### src/rtl/core/lcdnw_pkg.sv
// Shared types, opcodes and cursor helpers for the 4-bit character display writer.
// No dependencies; used by the interfaces, the top level and the bench.
package lcdnw_pkg;

	typedef enum logic [2:0] {
		OP_CMD       = 3'd0,
		OP_CHAR      = 3'd1,
		OP_SET_CUR   = 3'd2,
		OP_CLEAR     = 3'd3,
		OP_SHIFT_R   = 3'd4,
		OP_SHIFT_L   = 3'd5,
		OP_DELETE    = 3'd6,
		OP_INIT      = 3'd7
	} op_t;

	localparam int MAX_BYTES = 6;
	localparam int BIDX_W    = $clog2(MAX_BYTES);
	localparam int NCNT_W    = $clog2(2 * MAX_BYTES + 1);

	localparam logic [4:0] LAST_POS  = 5'd31;
	localparam logic [4:0] ROW_END   = 5'd15;
	localparam logic [4:0] ROW1_HOME = 5'd16;

	localparam logic [7:0] CMD_INIT0   = 8'h33;
	localparam logic [7:0] CMD_INIT1   = 8'h32;
	localparam logic [7:0] CMD_FUNC    = 8'h28;
	localparam logic [7:0] CMD_DISP    = 8'h0F;
	localparam logic [7:0] CMD_ENTRY   = 8'h06;
	localparam logic [7:0] CMD_CLEAR   = 8'h01;
	localparam logic [7:0] CMD_SHIFT_R = 8'h14;
	localparam logic [7:0] CMD_SHIFT_L = 8'h10;
	localparam logic [7:0] CMD_DDRAM   = 8'h80;
	localparam logic [7:0] CHAR_SPACE  = 8'h20;
	localparam logic [7:0] CHAR_LO     = 8'd32;
	localparam logic [7:0] CHAR_HI     = 8'd125;

	typedef struct packed {
		logic       emit;
		logic [7:0] cmd;
		logic [4:0] pos;
	} mv_t;

	// One step right; row end and wrap re-address the display.
	function automatic mv_t move_right(input logic [4:0] p);
		mv_t m;
		m.emit = 1'b0;
		m.cmd  = CMD_DDRAM;
		m.pos  = p + 5'd1;
		if (p == ROW_END) begin
			m.emit = 1'b1;
			m.cmd  = 8'hC0;
			m.pos  = ROW1_HOME;
		end else if (p == LAST_POS) begin
			m.emit = 1'b1;
			m.cmd  = 8'h80;
			m.pos  = 5'd0;
		end
		return m;
	endfunction

	function automatic mv_t move_left(input logic [4:0] p);
		mv_t m;
		m.emit = 1'b0;
		m.cmd  = CMD_DDRAM;
		m.pos  = p - 5'd1;
		if (p == ROW1_HOME) begin
			m.emit = 1'b1;
			m.cmd  = 8'h8F;
			m.pos  = ROW_END;
		end else if (p == 5'd0) begin
			m.emit = 1'b1;
			m.cmd  = 8'hCF;
			m.pos  = LAST_POS;
		end
		return m;
	endfunction

endpackage

### src/rtl/core/lcdnw_op_if.sv
// Operation channel: valid/ready with one display operation per beat.
// Depends on lcdnw_pkg.
interface lcdnw_op_if import lcdnw_pkg::*; ();
	logic       valid;
	logic       ready;
	logic [2:0] operation;
	logic [7:0] byte_value;
	logic [7:0] row;
	logic [7:0] column;

	modport source (output valid, operation, byte_value, row, column, input ready);
	modport sink   (input valid, operation, byte_value, row, column, output ready);
endinterface

### src/rtl/core/lcdnw_nib_if.sv
// Nibble write channel: valid/ready with one register-select tagged nibble per beat.
// Depends on lcdnw_pkg.
interface lcdnw_nib_if import lcdnw_pkg::*; ();
	logic       valid;
	logic       ready;
	logic       register_select;
	logic [3:0] nibble;
	logic       last;
	logic [4:0] cursor;

	modport source (output valid, register_select, nibble, last, cursor, input ready);
	modport sink   (input valid, register_select, nibble, last, cursor, output ready);
endinterface

### src/rtl/core/char_lcd_nibble_writer_with_cursor.sv
// Top level: turns display operations into high-first nibble writes and tracks the cursor.
// Depends on lcdnw_pkg, lcdnw_op_if, lcdnw_nib_if.
//
//  port  dir   beat
//  req   sink  operation, byte_value, row, column
//  nib   src   register_select, nibble, last, cursor
//
// An operation is decoded into up to six bytes in the cycle it is taken; the byte
// list then drains one nibble per cycle while nib is ready, and an operation that
// sends no byte leaves no job. The next item is taken in the cycle the last nibble
// moves to the output register, which loads only when empty or taken, so a nib stall
// also holds the job register. Reset clears the cursor and all valid flags.
module char_lcd_nibble_writer_with_cursor import lcdnw_pkg::*; (
	input  logic         clk,
	input  logic         arst_n,
	lcdnw_op_if.sink     req,
	lcdnw_nib_if.source  nib
);

	logic [4:0] cursor_q;

	// decoded operation
	logic [7:0]        byte_c [MAX_BYTES];
	logic              rs_c   [MAX_BYTES];
	logic [BIDX_W:0]   cnt_c;
	logic [4:0]        cur_c;

	// job register
	logic              job_valid_q;
	logic [7:0]        byte_s1 [MAX_BYTES];
	logic              rs_s1   [MAX_BYTES];
	logic [NCNT_W-1:0] nib_cnt_s1;
	logic [NCNT_W-1:0] nib_idx_s1;
	logic [4:0]        cur_s1;

	// output register
	logic       out_valid_q;
	logic       out_rs_q;
	logic [3:0] out_nib_q;
	logic       out_last_q;
	logic [4:0] out_cur_q;

	logic accept, out_load, job_adv, job_last, job_done;
	logic [BIDX_W-1:0] sel;
	logic [7:0]        sel_byte;

	always_comb begin : decode
		mv_t m;
		m      = '0;
		cur_c  = cursor_q;
		cnt_c  = '0;
		for (int i = 0; i < MAX_BYTES; i++) begin
			byte_c[i] = '0;
			rs_c[i]   = 1'b0;
		end
		case (op_t'(req.operation))
			OP_CMD: begin
				byte_c[0] = req.byte_value;
				cnt_c     = (BIDX_W+1)'(1);
			end
			OP_CHAR: begin
				if (req.byte_value >= CHAR_LO && req.byte_value <= CHAR_HI) begin
					byte_c[0] = req.byte_value;
					rs_c[0]   = 1'b1;
					cnt_c     = (BIDX_W+1)'(1);
					m         = move_right(cursor_q);
					cur_c     = m.pos;
					if (m.emit) begin
						byte_c[1] = m.cmd;
						cnt_c     = (BIDX_W+1)'(2);
					end
				end
			end
			OP_SET_CUR: begin
				byte_c[0] = ({req.row[1:0], 6'd0} + req.column) | CMD_DDRAM;
				cnt_c     = (BIDX_W+1)'(1);
				if (req.column <= 8'd15) begin
					if (req.row == 8'd0)
						cur_c = {1'b0, req.column[3:0]};
					else if (req.row == 8'd1)
						cur_c = {1'b1, req.column[3:0]};
				end
			end
			OP_CLEAR: begin
				byte_c[0] = CMD_CLEAR;
				cnt_c     = (BIDX_W+1)'(1);
				cur_c     = '0;
			end
			OP_SHIFT_R: begin
				if (cursor_q < LAST_POS) begin
					byte_c[0] = CMD_SHIFT_R;
					cnt_c     = (BIDX_W+1)'(1);
					m         = move_right(cursor_q);
					cur_c     = m.pos;
					if (m.emit) begin
						byte_c[1] = m.cmd;
						cnt_c     = (BIDX_W+1)'(2);
					end
				end
			end
			OP_SHIFT_L: begin
				byte_c[0] = CMD_SHIFT_L;
				cnt_c     = (BIDX_W+1)'(1);
				m         = move_left(cursor_q);
				cur_c     = m.pos;
				if (m.emit) begin
					byte_c[1] = m.cmd;
					cnt_c     = (BIDX_W+1)'(2);
				end
			end
			OP_DELETE: begin
				// left, space, left; each move may add a re-address
				byte_c[0] = CMD_SHIFT_L;
				cnt_c     = (BIDX_W+1)'(1);
				m         = move_left(cur_c);
				cur_c     = m.pos;
				if (m.emit) begin
					byte_c[cnt_c[BIDX_W-1:0]] = m.cmd;
					cnt_c = cnt_c + 1'b1;
				end
				byte_c[cnt_c[BIDX_W-1:0]] = CHAR_SPACE;
				rs_c[cnt_c[BIDX_W-1:0]]   = 1'b1;
				cnt_c = cnt_c + 1'b1;
				m     = move_right(cur_c);
				cur_c = m.pos;
				if (m.emit) begin
					byte_c[cnt_c[BIDX_W-1:0]] = m.cmd;
					cnt_c = cnt_c + 1'b1;
				end
				byte_c[cnt_c[BIDX_W-1:0]] = CMD_SHIFT_L;
				cnt_c = cnt_c + 1'b1;
				m     = move_left(cur_c);
				cur_c = m.pos;
				if (m.emit) begin
					byte_c[cnt_c[BIDX_W-1:0]] = m.cmd;
					cnt_c = cnt_c + 1'b1;
				end
			end
			OP_INIT: begin
				byte_c[0] = CMD_INIT0;
				byte_c[1] = CMD_INIT1;
				byte_c[2] = CMD_FUNC;
				byte_c[3] = CMD_DISP;
				byte_c[4] = CMD_ENTRY;
				byte_c[5] = CMD_CLEAR;
				cnt_c     = (BIDX_W+1)'(MAX_BYTES);
				cur_c     = '0;
			end
			default: begin
				cnt_c = '0;
			end
		endcase
	end

	assign out_load  = !out_valid_q || nib.ready;
	assign job_adv   = job_valid_q && out_load;
	assign job_last  = (nib_idx_s1 == nib_cnt_s1 - 1'b1);
	assign job_done  = job_adv && job_last;
	assign req.ready = !job_valid_q || job_done;
	assign accept    = req.valid && req.ready;

	assign sel      = nib_idx_s1[BIDX_W:1];
	assign sel_byte = byte_s1[sel];

	always_ff @(posedge clk or negedge arst_n) begin
		if (!arst_n) begin
			cursor_q    <= '0;
			job_valid_q <= 1'b0;
			out_valid_q <= 1'b0;
		end else begin
			if (accept) begin
				cursor_q    <= cur_c;
				job_valid_q <= (cnt_c != '0);
			end else if (job_done) begin
				job_valid_q <= 1'b0;
			end
			if (out_load)
				out_valid_q <= job_valid_q;
		end
	end

	always_ff @(posedge clk) begin
		if (accept) begin
			for (int i = 0; i < MAX_BYTES; i++) begin
				byte_s1[i] <= byte_c[i];
				rs_s1[i]   <= rs_c[i];
			end
			nib_cnt_s1 <= NCNT_W'({cnt_c, 1'b0});
			nib_idx_s1 <= '0;
			cur_s1     <= cur_c;
		end else if (job_adv) begin
			nib_idx_s1 <= nib_idx_s1 + 1'b1;
		end
		if (job_adv) begin
			out_rs_q   <= rs_s1[sel];
			out_nib_q  <= nib_idx_s1[0] ? sel_byte[3:0] : sel_byte[7:4];
			out_last_q <= job_last;
			out_cur_q  <= cur_s1;
		end
	end

	assign nib.valid           = out_valid_q;
	assign nib.register_select = out_rs_q;
	assign nib.nibble          = out_nib_q;
	assign nib.last            = out_last_q;
	assign nib.cursor          = out_cur_q;

	a_idx_in_range: assert property (@(posedge clk) disable iff (!arst_n)
		job_valid_q |-> (nib_idx_s1 < nib_cnt_s1))
		else $error("nibble index past end of job");

	a_job_even: assert property (@(posedge clk) disable iff (!arst_n)
		job_valid_q |-> (nib_cnt_s1[0] == 1'b0 && nib_cnt_s1 != '0))
		else $error("job nibble count not a whole number of bytes");

	a_mid_job: assert property (@(posedge clk) disable iff (!arst_n)
		(out_valid_q && !out_last_q) |-> job_valid_q)
		else $error("non-final nibble shown with no job pending");

	a_job_cursor: assert property (@(posedge clk) disable iff (!arst_n)
		(job_valid_q && !accept) |=> (!job_valid_q || $stable(cur_s1)))
		else $error("job cursor changed mid job");

endmodule

### src/flat_wrapper.sv
// flat-port wrapper written by rule: the top's interface ports become plain ports
module char_lcd_nibble_writer_with_cursor_flat import lcdnw_pkg::*;
  (clk, arst_n, req_valid, req_operation, req_byte_value, req_row, req_column, req_ready, nib_valid, nib_register_select, nib_nibble, nib_last, nib_cursor, nib_ready);
  lcdnw_op_if req_i ();
  lcdnw_nib_if nib_i ();
  input  logic clk;
  input  logic arst_n;
  input wire logic [$bits(req_i.valid)-1:0] req_valid;
  input wire logic [$bits(req_i.operation)-1:0] req_operation;
  input wire logic [$bits(req_i.byte_value)-1:0] req_byte_value;
  input wire logic [$bits(req_i.row)-1:0] req_row;
  input wire logic [$bits(req_i.column)-1:0] req_column;
  output wire logic [$bits(req_i.ready)-1:0] req_ready;
  output wire logic [$bits(nib_i.valid)-1:0] nib_valid;
  output wire logic [$bits(nib_i.register_select)-1:0] nib_register_select;
  output wire logic [$bits(nib_i.nibble)-1:0] nib_nibble;
  output wire logic [$bits(nib_i.last)-1:0] nib_last;
  output wire logic [$bits(nib_i.cursor)-1:0] nib_cursor;
  input wire logic [$bits(nib_i.ready)-1:0] nib_ready;
  assign req_i.valid = req_valid;
  assign req_i.operation = req_operation;
  assign req_i.byte_value = req_byte_value;
  assign req_i.row = req_row;
  assign req_i.column = req_column;
  assign req_ready = req_i.ready;
  assign nib_valid = nib_i.valid;
  assign nib_register_select = nib_i.register_select;
  assign nib_nibble = nib_i.nibble;
  assign nib_last = nib_i.last;
  assign nib_cursor = nib_i.cursor;
  assign nib_i.ready = nib_ready;
  char_lcd_nibble_writer_with_cursor u_core (.clk(clk), .arst_n(arst_n), .req(req_i), .nib(nib_i));
endmodule
### config.mk
export PLATFORM = sky130hd
export DESIGN_NAME = char_lcd_nibble_writer_with_cursor_flat
export DESIGN_NICKNAME = d
export VERILOG_FILES = /design/src/rtl/core/lcdnw_pkg.sv /design/src/rtl/core/lcdnw_op_if.sv /design/src/rtl/core/lcdnw_nib_if.sv /design/src/rtl/core/char_lcd_nibble_writer_with_cursor.sv /design/src/flat_wrapper.sv
export SDC_FILE = /design/constraint.sdc
export NUM_CORES = 1
export LEC_CHECK = 0
export BUFFER_PORTS_ARGS = -buffer_cell sky130_fd_sc_hd__buf_2
export CELL_PAD_IN_SITES_DETAIL_PLACEMENT = 1
export CELL_PAD_IN_SITES_GLOBAL_PLACEMENT = 2
export CORE_ASPECT_RATIO = 0.9
export CORE_MARGIN = 1.5
export CORE_UTILIZATION = 30
export CTS_BUF_LIST = sky130_fd_sc_hd__clkbuf_4 sky130_fd_sc_hd__clkbuf_8
export CTS_CLUSTER_SIZE = 16
export DETAILED_ROUTE_END_ITERATION = 8
export HOLD_SLACK_MARGIN = 0.05
export PLACE_DENSITY = 0.72
export SYNTH_ARGS = -nofsm -noshare
export SYNTH_HDL_FRONTEND = slang
export SYNTH_SLANG_ARGS = --single-unit
### constraint.sdc
create_clock -name clk -period 8.5 [get_ports clk]
set_input_delay 1.7 -clock clk [delete_from_list [all_inputs] [get_ports clk]]
set_output_delay 1.7 -clock clk [all_outputs]
set_load 0.01 [all_outputs]
# Word level (Yosys, flattened, before mapping)

Memory sizes are Yosys's and may differ from the RTL's. A register that Yosys moved wholly into a read port is not among the register bits.
Index checks and enable logic that the tools add are counted.

Flip-flop bits (word level): 29
Bits in writable memories: 54
Bits of input ports: 31
Output and inout port bits: 13
Logic and storage cells: 147
Memories: 2

$add $sub $neg: 11
Order comparisons: 12
Equality and inequality tests: 15
Multiplexer cells: 68
Bitwise logic cells: 10
Reductions and logical operators: 20

Memory list:

| name           | depth | bits a word | read ports | clocked after memory_dff | write ports | RTL line                                 | text |
|---|---|---|---|---|---|---|---|
| u_core.byte_s1 | 6     | 8           | 1          | 1                        | 6           | char_lcd_nibble_writer_with_cursor.sv:30 | `logic [7:0] byte_s1 [MAX_BYTES];` |
| u_core.rs_s1   | 6     | 1           | 1          | 1                        | 6           | char_lcd_nibble_writer_with_cursor.sv:31 | `logic rs_s1 [MAX_BYTES];` |

Operator list:

| cell                                                                          | number |
|---|---|
| 14-bit 2-to-1 mux                                                             | 16 |
| 48-bit 2-to-1 mux                                                             | 3 |
| 48-bit bitwise mux                                                            | 2 |
| 8-bit demux with 3-bit select                                                 | 4 |
| 42-bit NOT                                                                    | 2 |
| 8-bit 2-to-1 mux                                                              | 9 |
| 32-bit case mux with 2 select lines                                           | 1 |
| 8-bit case mux with 8 select lines                                            | 1 |
| 40-bit by 42-bit bitwise AND with 42-bit output                               | 1 |
| 42-bit bitwise AND                                                            | 1 |
| 8-bit case mux with 5 select lines                                            | 1 |
| 5-bit 2-to-1 mux                                                              | 6 |
| 5-bit case mux with 6 select lines                                            | 1 |
| 4-bit case mux with 6 select lines                                            | 1 |
| 4-bit by 1-bit adder with 4-bit output (second input constant)                | 5 |
| 5-bit equality test (second input constant)                                   | 4 |
| 4-bit 2-to-1 mux                                                              | 5 |
| 4-bit >= comparator (second input constant)                                   | 4 |
| 4-bit by 1-bit less-than comparator with 1-bit output (second input constant) | 4 |
| 16-bit 2-to-1 mux                                                             | 1 |
| 3-bit NOT with 4-bit output                                                   | 4 |
| 13-bit 2-to-1 mux                                                             | 1 |
| 3-bit equality test (second input constant)                                   | 4 |
| 2-bit 2-to-1 mux                                                              | 6 |
| 29 further kinds                                                              | 49 |

# Depth between registers and ports, before layout

Gate-level depths: netlist (run 1).

Depth after elaboration: 20
Gate-level depth with buffers: 20
Mapped depth without buffers: 19

# Worst setup path after synthesis (run 1)

OpenSTA, ideal clock, no wires.

Kind: input -> output
Start point: input port nib_ready
End point: output port req_ready
Arrival time: 2150 ps
Required time: 6800 ps
Path slack: 4650 ps
Cell stages on the path: 2
Buffers on the path: 0
Path through: nor2b_1 -> o31ai_2

Cells in the longest elaborated chain, start to end: 4

RTL lines:

| item               | RTL line                                  | text |
|---|---|---|
| start: declaration | flat_wrapper.sv:19                        | `input wire logic [$bits(nib_i.ready)-1:0] nib_ready;` |
| 1-bit logical OR   | char_lcd_nibble_writer_with_cursor.sv:155 | `assign out_load = !out_valid_q \|\| nib.ready;` |
| 1-bit logical AND  | char_lcd_nibble_writer_with_cursor.sv:156 | `assign job_adv = job_valid_q && out_load;` |
| 1-bit logical AND  | char_lcd_nibble_writer_with_cursor.sv:158 | `assign job_done = job_adv && job_last;` |
| 1-bit logical OR   | char_lcd_nibble_writer_with_cursor.sv:159 | `assign req.ready = !job_valid_q \|\| job_done;` |
| end: declaration   | flat_wrapper.sv:13                        | `output wire logic [$bits(req_i.ready)-1:0] req_ready;` |

Every way passes these cells.

# Final worst setup path (run 1)

Start point: register u_core.cursor_q[0]
End point: register u_core.job_valid_q

Cells in the longest elaborated chain, start to end: 16
Elaborated cells between the ends (all ways): 44
Those cells by class: add/sub: 6; order compare: 1; eq/ne: 6; mux: 28; reduce/logical: 3

RTL lines:

| item                                                                             | RTL line                                                                            | text |
|---|---|---|
| start: declaration                                                               | char_lcd_nibble_writer_with_cursor.sv:20                                            | `logic [4:0] cursor_q;` |
| start signal: assignment                                                         | char_lcd_nibble_writer_with_cursor.sv:172                                           | `cursor_q <= cur_c;` |
| 5-bit logical NOT or 5-bit by 1-bit subtractor with 5-bit output (tied branches) | lcdnw_pkg.sv:70, lcdnw_pkg.sv:65                                                    |  |
| 14-bit 2-to-1 mux                                                                | lcdnw_pkg.sv:70                                                                     | `end else if (p == 5'd0) begin` |
| 14-bit 2-to-1 mux                                                                | lcdnw_pkg.sv:66                                                                     | `if (p == ROW1_HOME) begin` |
| 14-bit 2-to-1 mux                                                                | char_lcd_nibble_writer_with_cursor.sv:56                                            | `case (op_t'(req.operation))` |
| 2-bit 2-to-1 mux, or another cell as far along                                   | char_lcd_nibble_writer_with_cursor.sv:117                                           | `if (m.emit) begin` |
| 4-bit 2-to-1 mux or 14-bit 2-to-1 mux (tied branches)                            | char_lcd_nibble_writer_with_cursor.sv:56, lcdnw_pkg.sv:53                           |  |
| 4-bit by 1-bit adder with 4-bit output or 14-bit 2-to-1 mux (tied branches)      | char_lcd_nibble_writer_with_cursor.sv:123, lcdnw_pkg.sv:49                          |  |
| 4-bit by 1-bit adder with 4-bit output or 14-bit 2-to-1 mux (tied branches)      | char_lcd_nibble_writer_with_cursor.sv:128, char_lcd_nibble_writer_with_cursor.sv:56 |  |
| 4-bit 2-to-1 mux or 5-bit logical NOT (tied branches)                            | char_lcd_nibble_writer_with_cursor.sv:126, lcdnw_pkg.sv:70                          |  |
| 4-bit 2-to-1 mux or 14-bit 2-to-1 mux (tied branches)                            | char_lcd_nibble_writer_with_cursor.sv:56, lcdnw_pkg.sv:70                           |  |
| 4-bit by 1-bit adder with 4-bit output or 14-bit 2-to-1 mux (tied branches)      | char_lcd_nibble_writer_with_cursor.sv:131, lcdnw_pkg.sv:66                          |  |
| 4-bit by 1-bit adder with 4-bit output or 14-bit 2-to-1 mux (tied branches)      | char_lcd_nibble_writer_with_cursor.sv:136, char_lcd_nibble_writer_with_cursor.sv:56 |  |
| 4-bit 2-to-1 mux                                                                 | char_lcd_nibble_writer_with_cursor.sv:134                                           | `if (m.emit) begin` |
| 4-bit case mux with 6 select lines *                                             | char_lcd_nibble_writer_with_cursor.sv:56                                            |  |
| via u_core.cnt_c[0]                                                              | char_lcd_nibble_writer_with_cursor.sv:25                                            | `logic [BIDX_W:0] cnt_c;` |
| 4-bit nonzero test *                                                             | char_lcd_nibble_writer_with_cursor.sv:173                                           | `job_valid_q <= (cnt_c != '0);` |
| 1-bit 2-to-1 mux *                                                               | char_lcd_nibble_writer_with_cursor.sv:171                                           | `if (accept) begin` |
| end signal: assignment                                                           | char_lcd_nibble_writer_with_cursor.sv:173                                           |  |
| end: declaration                                                                 | char_lcd_nibble_writer_with_cursor.sv:29                                            | `logic job_valid_q;` |

The timed path passes the listed nets; every way through them passes the cells marked *. The select of a mux whose other input is x is not followed.
A chain may end at the register's enable or synchronous reset.

==> results of run 1 <==
[layer usage]
layer / vias to the layer above / part of all wire (%) / routed length (um)
li1: 1569 / - / -
met1: 1551 / 45 / 5300
met2: 47 / 49 / 5750
met3: 17 / 2.9 / 339
met4: 0 / 2.5 / 292
met5: - / 0 / 0
[state kept, by name (all words and copies together), names as in the netlist, named ones only]
signal,count
u_core.job_valid_q,1
u_core.byte_s1,32
u_core.nib_idx_s1,4
u_core.cur_s1,5
u_core.cursor_q,5
u_core.rs_s1,3
u_core.nib_cnt_s1,3
u_core.nib.register_select,1
u_core.nib.valid,1
u_core.nib.last,1
u_core.nib.nibble,4
u_core.nib.cursor,5
[cell type report]
class / instances / area (um2) / share of cell area, %
well taps: 168 / 210 / 4.44
clock buffers: 10 / 131 / 2.78
clock inverters: 6 / 113 / 2.38
flip-flops and latches: 68 / 1940 / 40.9
repair buffers: 43 / 215 / 4.55
multi-input cells: 291 / 2030 / 43.0
inverters: 25 / 93.8 / 1.98
[worst reg2reg max path, stage by stage (launching register included)]
cell and delay (ns):
dfrtp_1 0.63, inv_1 0.24, ha_1 0.36, nand2b_1 0.18, nor2_2 0.11, inv_2 0.21
nand2_1 0.13, ha_1 0.33, and2_1 0.20, ha_1 0.26, o31ai_4 0.43, and2_4 0.25
inv_2 0.07, ha_1 0.27, nand2b_1 0.10, a21oi_1 0.07, a211oi_1 0.22, o21ai_1 0.13
nor4b_1 0.27, a32oi_1 0.14
[placed cells by master (no fill, tap or decap), types with 10 or more instances in the layout]
cell type,count
and2_1,10
edfxtp_1,54
nand2_1,36
a21oi_1,23
o21ai_0,18
mux2i_1,11
buf_2,43
ha_1,16
and3_1,11
nor2_1,29
inv_1,21
[per-stage QoR]
step	std cells	hold WS [ns]	util, %	power, uW
2_1_floorplan	404	0.400	-	1080
3_3_place_gp	595	0.408	33.5	1270
3_5_place_dp	595	0.410	33.5	1290
4_1_cts	611	0.431	35.3	1620
5_1_grt	611	0.433	35.3	1720
6_report	611	0.426	35.3	1600
[where the power goes]
| part | switching (uW) | leakage, uW | internal (uW) |
|---|---|---|---|
| combinational | 417 | 0.00107 | 285 |
| clock | 128 | 0.000124 | 199 |
| sequential | 99.4 | 0.000647 | 475 |
[cells by family (layout without fill, tap and decap cells)]
kind of cell | after synthesis | in the layout
AOI/OAI and AO/OA | 111 | 111
xor gates and xnor gates | 13 | 13
adders and majority gates | 16 | 16
buffers and inverters | 45 | 84
DFF | 68 | 68
muxes | 16 | 16
and+or+nand+nor | 135 | 135
[worst min-delay path by stage]
stage,start,end,slack (ns),cells past startpoint
floorplan,u_core.cur_s1[0]$_DFFE_PP_,u_core.nib.cursor[0]$_DFFE_PP_,0.40,0
global placement,u_core.cur_s1[0]$_DFFE_PP_,u_core.nib.cursor[0]$_DFFE_PP_,0.41,0
detailed placement,u_core.cur_s1[1]$_DFFE_PP_,u_core.nib.cursor[1]$_DFFE_PP_,0.41,0
CTS,u_core.cur_s1[2]$_DFFE_PP_,u_core.nib.cursor[2]$_DFFE_PP_,0.43,0
global route,u_core.cur_s1[2]$_DFFE_PP_,u_core.nib.cursor[2]$_DFFE_PP_,0.43,0
finish,u_core.cur_s1[2]$_DFFE_PP_,u_core.nib.cursor[2]$_DFFE_PP_,0.43,0
==> summary.txt, run 1 <==
Run status
  • Outcome: finished clean

Floorplan
  • Core Area: 13400 um2
  • # rows: 40
  • Starting Density: 30.9%
  • Ports: 44
  • Die area: 14500 um2
  • Die height: 115 um
  • Die X: 127 um

Global route
  • Initial antenna violation count: 0
  • Met2 Track Usage GR: 29.2%
  • Largest net degree at the start of global routing: 53
  • GRT Util Overall: 17.1%
  • Congestion Overflow GR: 0
  • Number of global-route vias before repair: about 3400
  • First-pass GRT wire length: 18800 um
  • M3 GR Usage: approximately 3.5%
  • Global routing usage on met1: 21.1%
  • GRT Max-Usage Layer: met2

Worst setup path
  • Worst path depth: 19
  • Worst path cell trace: inv_1 -> ha_1 -> nand2b_1 -> nor2_2 -> inv_2 -> nand2_1 -> ha_1 -> and2_1 -> ha_1 -> o31ai_4 -> and2_4 -> inv_2 -> ha_1 -> nand2b_1 -> a21oi_1 -> a211oi_1 -> o21ai_1 -> nor4b_1 -> a32oi_1
  • RR Endpoint: u_core.job_valid_q$_DFFE_PN0P_
  • Most used cell, CP: ha_1
  • Critical Path RT: a little under 9 ns
  • Critical path origin: u_core.cursor_q[0]$_DFFE_PN0P_
  • Worst setup path category: reg2reg
  • Maximum fanout along the worst path: 15
  • Critical path launch point type: flop
  • Crit-path slowest cell: dfrtp_1
  • CP endpoint kind: flop
  • Worst Path Buf+Inv: 3
  • Worst setup path endpoint: u_core.job_valid_q$_DFFE_PN0P_
  • R2R depth: 19
  • Worst path top cell family by delay: adder cells
  • Crit path DAT: 4.94 ns
  • RR Startpoint: u_core.cursor_q[0]$_DFFE_PN0P_
  • Flop-to-flop setup slack: 3.76 ns
  • Max incr delay on CP: 0.63 ns

Logic synthesis
  • Most common cell in the netlist: edfxtp_1
  • Mapped Cells: 404
  • Mean post-synth cell area: ~10 um2
  • Post-synth top area share: 39.1%
  • Largest family of logic cells by synthesized area: compound AO/OA/AOI/OAI gates
  • Fraction of registers with async set or reset after synthesis: 10.3%
  • Main synth FF type: edfxtp_1
  • Post-Synth Adder-Cell Area: under 10%
  • Synth cell count leaders: edfxtp_1 (54), nand2_1 (36), nor2_1 (29), a21oi_1 (23), inv_1 (21)
  • Syn nets: between 400 and 500
  • Seq/Total Area, Yosys: between 40% and 50%
  • Synth Warn #: 0
  • Post-synth EDFFs: 54
  • XOR/XNOR share of the synthesized area: 2.74%
  • Mux contribution to synthesized area: 5.09%
  • Simple-gate portion of the synthesized area: 16.9%
  • Area contributors post-synth: edfxtp_1 (39%), ha_1 (4.8%), dfrtp_1 (4.2%), dfxtp_1 (3.4%), nand2_1 (3.3%)
  • Synth Area in Compound Gates: between 10% and 20%
  • Yosys cell types: about 70
  • #FFs+latches synth: 68
  • Area leader, netlist: edfxtp_1
  • Post-Syn Area: slightly above 4000 um2

Power and ir drop
  • Pleak: ~0.0018 uW
  • Maximum vdd drop: 132 uV
  • Power per standard cell area: ~340 nW/um2

Place
  • Setup WS pre-CTS: 3.79 ns
  • Number of port buffers: 43
  • GP Congestion: 0.882
  • Placed cell area: roughly 4500 um2
  • DPL Wire Length: roughly 9000 um

Detailed routing
  • Wire length per cell: around 19 um
  • Final ANT Viol Nets: 0
  • Remaining DRCs: 0
  • Routed vias: 3184
  • First DRT Iteration DRCs: approximately 130
  • WL final: between 10000 and 15000 um
  • TritonRoute pass-1 iters: 5
  • Via/cell ratio: 5.21

Timing
  • Least-Margin Pin Slew: 1.08 ns
  • Fin worst setup slack: 3.76 ns
  • Period Utilization, post-route: a little under three fifths
  • Endpoints failing setup: 0
  • Max Fclk: ~0.21 GHz
  • Fin Setup TNS: 0 ns
  • Worst Clk Skew: about 0.0094 ns
  • Slew HR: 28.1%
  • Tmin final: about 4.7 ns
  • Slew Viols, Final: 0
  • Fin. Hold Viols: 0
  • RSZ-0062 raised after global routing: no

Final layout
  • # fillers: 1524
  • Area Growth Syn to Fin: 14.0%
  • # diodes: 0
  • Final Cell Area: about 4700 um2
  • Fin nets: 485
  • Share of layout cells above drive strength 1: 18.1%

Clocking
  • # hold bufs at CTS: 0
  • Worst skew pair latency: 0.35 ns
  • Clock sink count: between 60 and 70
  • Bufs on Longest Clock Path: 2
  • CTS tree: yes
  • Post-CTS resize count: 0
  • Postcts setup bufs: 0
  • Clk Tree Root Cell: clkbuf_8
  • Worst-path clk slew: 0.07 ns
  • CTS buffer count: 9
  • H-tree levels: 3

Min path
  • Hold Path Class: reg2reg

Run
  • Max Cap Violations: 0
Note: power is estimated with default switching activity, not from simulation.
==> inputs of run 2 (changes only) <==
==> constraint.sdc (replaced) <==
create_clock -name clk -period 4.6 [get_ports clk]
set_input_delay 0.92 -clock clk [delete_from_list [all_inputs] [get_ports clk]]
set_output_delay 0.92 -clock clk [all_outputs]
set_load 0.01 [all_outputs]
==> run 2 against run 1 <==
Critical endpoint unchanged. Register-to-register slack lost 3.4 ns. Setup slack lost 3.4 ns. Sequential power grew 81%. Core utilization grew 0.065 points. Global-route usage is essentially flat. Highest routed layer unchanged.
==> summary.txt, run 2 (synthesized netlist as in run 1, its figures left out) <==
Place
  • DPL Wire Length: 9220 um (was 9000 um)
  • GP Congestion: 0.959 (was 0.882)
  • Placed cell area: 4510 um2 (was 4490 um2)
  • Number of port buffers: 43 (unchanged)

Final layout
  • Final Cell Area: 4740 um2 (was 4730 um2)
  • Area Growth Syn to Fin: 14.3% (was 14.0%)
  • Share of layout cells above drive strength 1: 18.8% (was 18.1%)
  • Commonest non-fill, non-tap cell in the layout: edfxtp_1 (unchanged)
  • Number of flip-flops in the largest register: 32 (unchanged)
  • # fillers: 1535 (was 1524)
  • Fin nets: 490 (was 485)
  • Commonest cells after routing, fill and taps aside: edfxtp_1 (54), buf_2 (43), nand2_1 (36), nor2_1 (29), a21oi_1 (23) (unchanged)
  • Largest Register: u_core.byte_s1 (unchanged)
  • # diodes: 0 (unchanged)

Min path
  • Hold Path Class: in2async (was reg2reg)

Clocking
  • Clock sink count: 68 (unchanged)
  • Worst skew pair latency: 0.36 ns (was 0.35 ns)
  • Bufs on Longest Clock Path: 2 (unchanged)
  • H-tree levels: 3 (unchanged)
  • Clk Tree Root Cell: clkbuf_8 (unchanged)
  • CTS tree: yes (unchanged)
  • Worst-path clk slew: 0.08 ns (was 0.07 ns)
  • CTS buffer count: 9 (unchanged)

Timing
  • Endpoints failing setup: 0 (unchanged)
  • Worst hold slack: 0.410 ns (was 0.426 ns)
  • Tmin final: 4.20 ns (was 4.74 ns)
  • Max Fclk: 0.238 GHz (was 0.211 GHz)
  • Period Utilization, post-route: 91.3% (was 55.7%)
  • Worst Clk Skew: 0.0117 ns (was 0.00935 ns)
  • Fin. Hold Viols: 0 (unchanged)
  • Slew Viols, Final: 0 (unchanged)
  • Slew HR: 46.0% (was 28.1%)
  • Least-Margin Pin Slew: 0.801 ns (was 1.08 ns)

Floorplan
  • Die area: 14500 um2 (unchanged)
  • Ports: 44 (unchanged)
  • Die height: 115 um (unchanged)
  • # rows: 40 (unchanged)
  • Core Area: 13400 um2 (unchanged)
  • Die X: 127 um (unchanged)
  • Starting Density: 30.9% (unchanged)

Power and ir drop
  • Pleak: 0.00185 uW (was 0.00184 uW)
  • Maximum vdd drop: 280 uV (was 132 uV)
  • Power per standard cell area: 618 nW/um2 (was 338 nW/um2)

Global route
  • Initial antenna violation count: 0 (unchanged)
  • First-pass GRT wire length: 18800 um (about the same)
  • Largest net degree at the start of global routing: 38 (was 53)
  • GRT Util Overall: 17.2% (was 17.1%)
  • Congestion Overflow GR: 0 (unchanged)
  • Number of global-route vias before repair: 3356 (was 3387)

Run status
  • Outcome: finished clean (unchanged)

Worst setup path
  • Crit path DAT: 4.40 ns (was 4.94 ns)
  • Worst setup path category: reg2reg (unchanged)
  • CP endpoint kind: flop (unchanged)
  • Maximum fanout along the worst path: 11 (was 15)
  • Critical Path RT: 4.80 ns (was 8.70 ns)
  • Critical path launch point type: flop (unchanged)

Detailed routing
  • Routed vias: 3241 (was 3184)
  • Remaining DRCs: 0 (unchanged)
  • Via/cell ratio: 5.27 (was 5.21)
  • WL final: 11900 um (was 11700 um)
  • First DRT Iteration DRCs: 186 (was 129)
  • Wire length per cell: 19.3 um (was 19.1 um)
  • Final ANT Viol Nets: 0 (unchanged)
  • TritonRoute pass-1 iters: 7 (was 5)

Run
  • Max Cap Violations: 0 (unchanged)
run 2: changes by cell type in the layout (fill, tap and decap cells not counted):
cell	delta
nor2_4	+1
clkinv_1	+1
dfrtp_2	+1
bufinv_16	-1
clkinv_4	-1
dfrtp_1	-1
buf_4	+5
nor2_2	-1
run 2: worst paths after layout:
path | cells after the start | from | end | slack [ns]
min in group clk | 0 | u_core.cur_s1[0]$_DFFE_PP_ | u_core.nib.cursor[0]$_DFFE_PP_ | 0.42
setup reg to reg | 19 | u_core.cursor_q[1]$_DFFE_PN0P_ | u_core.job_valid_q$_DFFE_PN0P_ | 0.40
max in group asynchronous | 1 | arst_n | u_core.cursor_q[1]$_DFFE_PN0P_ | 3.99
hold / removal | 1 | arst_n | u_core.cursor_q[4]$_DFFE_PN0P_ | 0.41
hold reg to reg | 0 | u_core.cur_s1[0]$_DFFE_PP_ | u_core.nib.cursor[0]$_DFFE_PP_ | 0.42
setup / recovery | 19 | u_core.cursor_q[1]$_DFFE_PN0P_ | u_core.job_valid_q$_DFFE_PN0P_ | 0.40
run 2: layout make-up:
class / instances / area [um2] / share of cell area, %
clock inverters: 5 / 77.6 / 1.64
repair buffers: 48 / 253 / 5.33
inverters: 25 / 93.8 / 1.98
well taps: 168 / 210 / 4.43
flip-flops and latches: 68 / 1940 / 40.9
multi-input cells: 291 / 2040 / 43.0
clock buffers: 10 / 131 / 2.77
run 2: per-layer routing:
| metal | part of all wire (%) | track usage (%) | routed length, um | up-vias |
|---|---|---|---|---|
| li1 | - | - | - | 1579 |
| met1 | 46 | 21.7 | 5470 | 1592 |
| met2 | 48 | 29.1 | 5690 | 49 |
| met3 | 3.1 | 3.46 | 371 | 21 |
| met4 | 2.9 | 6.67 | 344 | 0 |
| met5 | 0 | 0 | 0 | - |
run 2: per-stage QoR:
step | total power [uW] | setup TNS [ns] | util [%] | cells | setup WS, ns
2_1_floorplan | 2000 | 0 | - | 404 | 0.873
3_3_place_gp | 2330 | 0 | 33.6 | 598 | 0.425
3_5_place_dp | 2380 | 0 | 33.6 | 598 | 0.227
4_1_cts | 2930 | 0 | 35.2 | 613 | 0.197
5_1_grt | 3140 | -0.00126 | 35.4 | 615 | -0.00126
6_report | 2930 | 0 | 35.4 | 615 | 0.402
run 2: critical path, cell delays in order, from the launching register on:
cell and delay, ns:
dfrtp_2 0.47, inv_1 0.08, ha_1 0.27, nand2b_1 0.21
nor2_4 0.09, inv_2 0.20, nand2_1 0.13, ha_1 0.30
and2_1 0.19, ha_1 0.23, o31ai_4 0.33, and2_4 0.23
inv_2 0.07, ha_1 0.28, nand2b_1 0.10, a21oi_1 0.07
a211oi_1 0.25, o21ai_1 0.14, nor4b_1 0.26, a32oi_1 0.14
run 2: report_power, final:
group	switching [uW]	internal (uW)	leakage, uW
Sequential	167	877	0.000645
Combinational	786	556	0.00110
Clock	237	307	0.000107
Total	1190	1740	0.00185
run 2: what timing repair did:
item / CTS / global route
setup endpoints to repair: 0 / 1
hold buffers: 0 / 0
setup buffers: 0 / 2
gates resized for setup: 0 / 2
==> inputs of run 3 (changes only) <==
--- a/config.mk
+++ b/config.mk
@@ -7,15 +7,16 @@
 export LEC_CHECK = 0
 export BUFFER_PORTS_ARGS = -buffer_cell sky130_fd_sc_hd__buf_2
 export CELL_PAD_IN_SITES_DETAIL_PLACEMENT = 1
-export CELL_PAD_IN_SITES_GLOBAL_PLACEMENT = 2
+export CELL_PAD_IN_SITES_GLOBAL_PLACEMENT = 1
 export CORE_ASPECT_RATIO = 0.9
 export CORE_MARGIN = 1.5
-export CORE_UTILIZATION = 30
+export CORE_UTILIZATION = 48
 export CTS_BUF_LIST = sky130_fd_sc_hd__clkbuf_4 sky130_fd_sc_hd__clkbuf_8
 export CTS_CLUSTER_SIZE = 16
 export DETAILED_ROUTE_END_ITERATION = 8
 export HOLD_SLACK_MARGIN = 0.05
-export PLACE_DENSITY = 0.72
+export PLACE_DENSITY = 0.89
+export REMOVE_ABC_BUFFERS = 1
 export SYNTH_ARGS = -nofsm -noshare
 export SYNTH_HDL_FRONTEND = slang
 export SYNTH_SLANG_ARGS = --single-unit
==> run 3 against run 2 <==
Fmax shrank 2.2%. Die area shrank 37%. Wire length grew 9.9%. Critical path depth is the same. Clock power grew 13%. Clock skew shrank 0.0033 ns. Critical endpoint unchanged.
==> summary.txt, run 3 (synthesized netlist as in run 1, its figures left out) <==
Run status
  • Outcome: finished clean (unchanged)

Detailed routing
  • WL final: 13100 um (was 11900 um)
  • Via/cell ratio: 6.22 (was 5.27)
  • Routed vias: 3504 (was 3241)
  • TritonRoute pass-1 iters: 5 (was 7)
  • Final ANT Viol Nets: 0 (unchanged)
  • First DRT Iteration DRCs: 203 (was 186)
  • Met3 routed WL: 787 um (was 371 um)
  • Wire length per cell: 23.2 um (was 19.3 um)
  • Wire length on met1: 5350 um (was 5470 um)
  • Top Metal Used: met4 (unchanged)
  • WL met2: 6470 um (was 5690 um)
  • Remaining DRCs: 0 (unchanged)

Timing
  • RSZ-0062 raised after global routing: no
  • Tmin final: 4.29 ns (was 4.20 ns)
  • Fin worst setup slack: 0.307 ns (was 0.402 ns)
  • Max Fclk: 0.233 GHz (was 0.238 GHz)
  • Period Utilization, post-route: 93.3% (was 91.3%)
  • Endpoints failing setup: 0 (unchanged)
  • Fin Setup TNS: 0 ns (unchanged)
  • Least-Margin Pin Slew: 0.969 ns (was 0.801 ns)
  • Fin. Hold Viols: 0 (unchanged)
  • Worst Clk Skew: 0.00842 ns (was 0.0117 ns)
  • Slew HR: 35.3% (was 46.0%)
  • Slew Viols, Final: 0 (unchanged)

Worst setup path
  • RR Endpoint: u_core.job_valid_q$_DFFE_PN0P_ (unchanged)
  • Critical Path RT: 4.83 ns (was 4.80 ns)
  • Critical path origin: u_core.cursor_q[1]$_DFFE_PN0P_ (unchanged)
  • RR Startpoint: u_core.cursor_q[1]$_DFFE_PN0P_ (unchanged)
  • Critical path launch point type: flop (unchanged)
  • CP endpoint kind: flop (unchanged)
  • Maximum fanout along the worst path: 11 (unchanged)
  • Crit path DAT: 4.52 ns (was 4.40 ns)
  • Worst setup path category: reg2reg (unchanged)
  • Flop-to-flop setup slack: 0.31 ns (was 0.40 ns)
  • R2R depth: 19 (unchanged)

Final layout
  • Area Growth Syn to Fin: 13.4% (was 14.3%)
  • Largest Register: u_core.byte_s1 (unchanged)
  • Number of flip-flops in the largest register: 32 (unchanged)
  • Fin nets: 490 (unchanged)
  • # fillers: 937 (was 1535)
  • Commonest cells after routing, fill and taps aside: edfxtp_1 (54), buf_2 (43), nand2_1 (36), nor2_1 (29), a21oi_1 (23) (unchanged)
  • # diodes: 0 (unchanged)
  • Commonest non-fill, non-tap cell in the layout: edfxtp_1 (unchanged)
  • Share of layout cells above drive strength 1: 19.2% (was 18.8%)
  • Final Cell Area: 4710 um2 (was 4740 um2)

Clocking
  • Clock sink count: 68 (unchanged)
  • H-tree levels: 3 (unchanged)
  • Worst skew pair latency: 0.36 ns (about the same)
  • Postcts setup bufs: 0 (unchanged)
  • Worst-path clk slew: 0.08 ns (about the same)
  • Bufs on Longest Clock Path: 2 (unchanged)
  • CTS tree: yes (unchanged)
  • CTS buffer count: 9 (unchanged)
  • Clk Tree Root Cell: clkbuf_8 (unchanged)

Floorplan
  • Ports: 44 (unchanged)
  • Die area: 9210 um2 (was 14500 um2)
  • Starting Density: 50.5% (was 30.9%)
  • Core Area: 8220 um2 (was 13400 um2)
  • # rows: 31 (was 40)
  • Die height: 91.2 um (was 115 um)
  • Die X: 101 um (was 127 um)

Place
  • Placed cell area: 4460 um2 (was 4510 um2)
  • Setup WS pre-CTS: 0.296 ns (was 0.227 ns)
  • DPL Wire Length: 9780 um (was 9220 um)
  • Number of port buffers: 43 (unchanged)
  • GP Congestion: 0.893 (was 0.959)

Power and ir drop
  • Maximum vdd drop: 240 uV (was 280 uV)
  • Pwr Total: 3060 uW (was 2930 uW)
  • Pleak: 0.00187 uW (was 0.00185 uW)
  • Power per standard cell area: 650 nW/um2 (was 618 nW/um2)

Min path
  • Hold Path Class: in2async (unchanged)

Global route
  • GRT Util Overall: 29.9% (was 17.2%)
  • First-pass GRT wire length: 20200 um (was 18800 um)
  • Initial antenna violation count: 0 (unchanged)
  • Congestion Overflow GR: 0 (unchanged)
  • Largest net degree at the start of global routing: 46 (was 38)
  • Number of global-route vias before repair: 3579 (was 3356)

Run
  • Max Cap Violations: 0 (unchanged)
-- run 3: cell type report --
cell class                      instances  area, um2  area share, %
Multi-Input combinational cell        291       2030           43.2
Timing Repair Buffer                   48        253           5.37
Sequential cell                        68       1940           41.2
Clock buffer                           10        131           2.79
Clock inverter                          6        113           2.39
Tap cell                              115        144           3.06
Inverter                               25       93.8           1.99
-- run 3: critical path, stage by stage (launching register included) --
cell,delay [ns]
dfrtp_2,0.48
inv_1,0.09
ha_1,0.28
nand2b_1,0.18
nor2_2,0.11
inv_2,0.21
nand2_1,0.13
ha_1,0.31
and2_1,0.19
ha_1,0.25
o31ai_4,0.42
and2_4,0.24
inv_2,0.08
ha_1,0.27
nand2b_1,0.10
a21oi_1,0.07
a211oi_1,0.20
o21ai_1,0.12
nor4b_1,0.28
a32oi_1,0.14
-- run 3: where the power goes --
| group | internal, uW | switching [uW] |
|---|---|---|
| combinational | 542 | 850 |
| sequential | 879 | 172 |
| clock | 367 | 249 |
| total | 1790 | 1270 |
-- run 3: timing repair --
action / in CTS / in global routing
setup endpoints to repair: 0 / 1
gates resized for setup: 0 / 1
hold buffers: 0 / 0
-- run 3: layer usage --
metal,up-vias,global-route usage [%]
li1,1582,-
met1,1727,37.2
met2,161,50.7
met3,34,5.16
met4,0,13.3
met5,-,0
-- run 3: stage by stage --
step,utilization [%],hold WS (ns),instances
floorplan,-,0.400,384
global placement,54.2,0.401,547
detailed placement,54.2,0.410,547
CTS,57.2,0.393,563
global route,57.2,0.406,563
finish,57.2,0.398,563
-- run 3: how the worst max path moves through the flow --
stage                                endpoint  cells past startpoint
2_1_floorplan  u_core.job_valid_q$_DFFE_PN0P_                     19
3_3_place_gp   u_core.job_valid_q$_DFFE_PN0P_                     19
3_5_place_dp   u_core.job_valid_q$_DFFE_PN0P_                     19
4_1_cts        u_core.job_valid_q$_DFFE_PN0P_                     19
5_1_grt        u_core.job_valid_q$_DFFE_PN0P_                     19
6_report       u_core.job_valid_q$_DFFE_PN0P_                     19
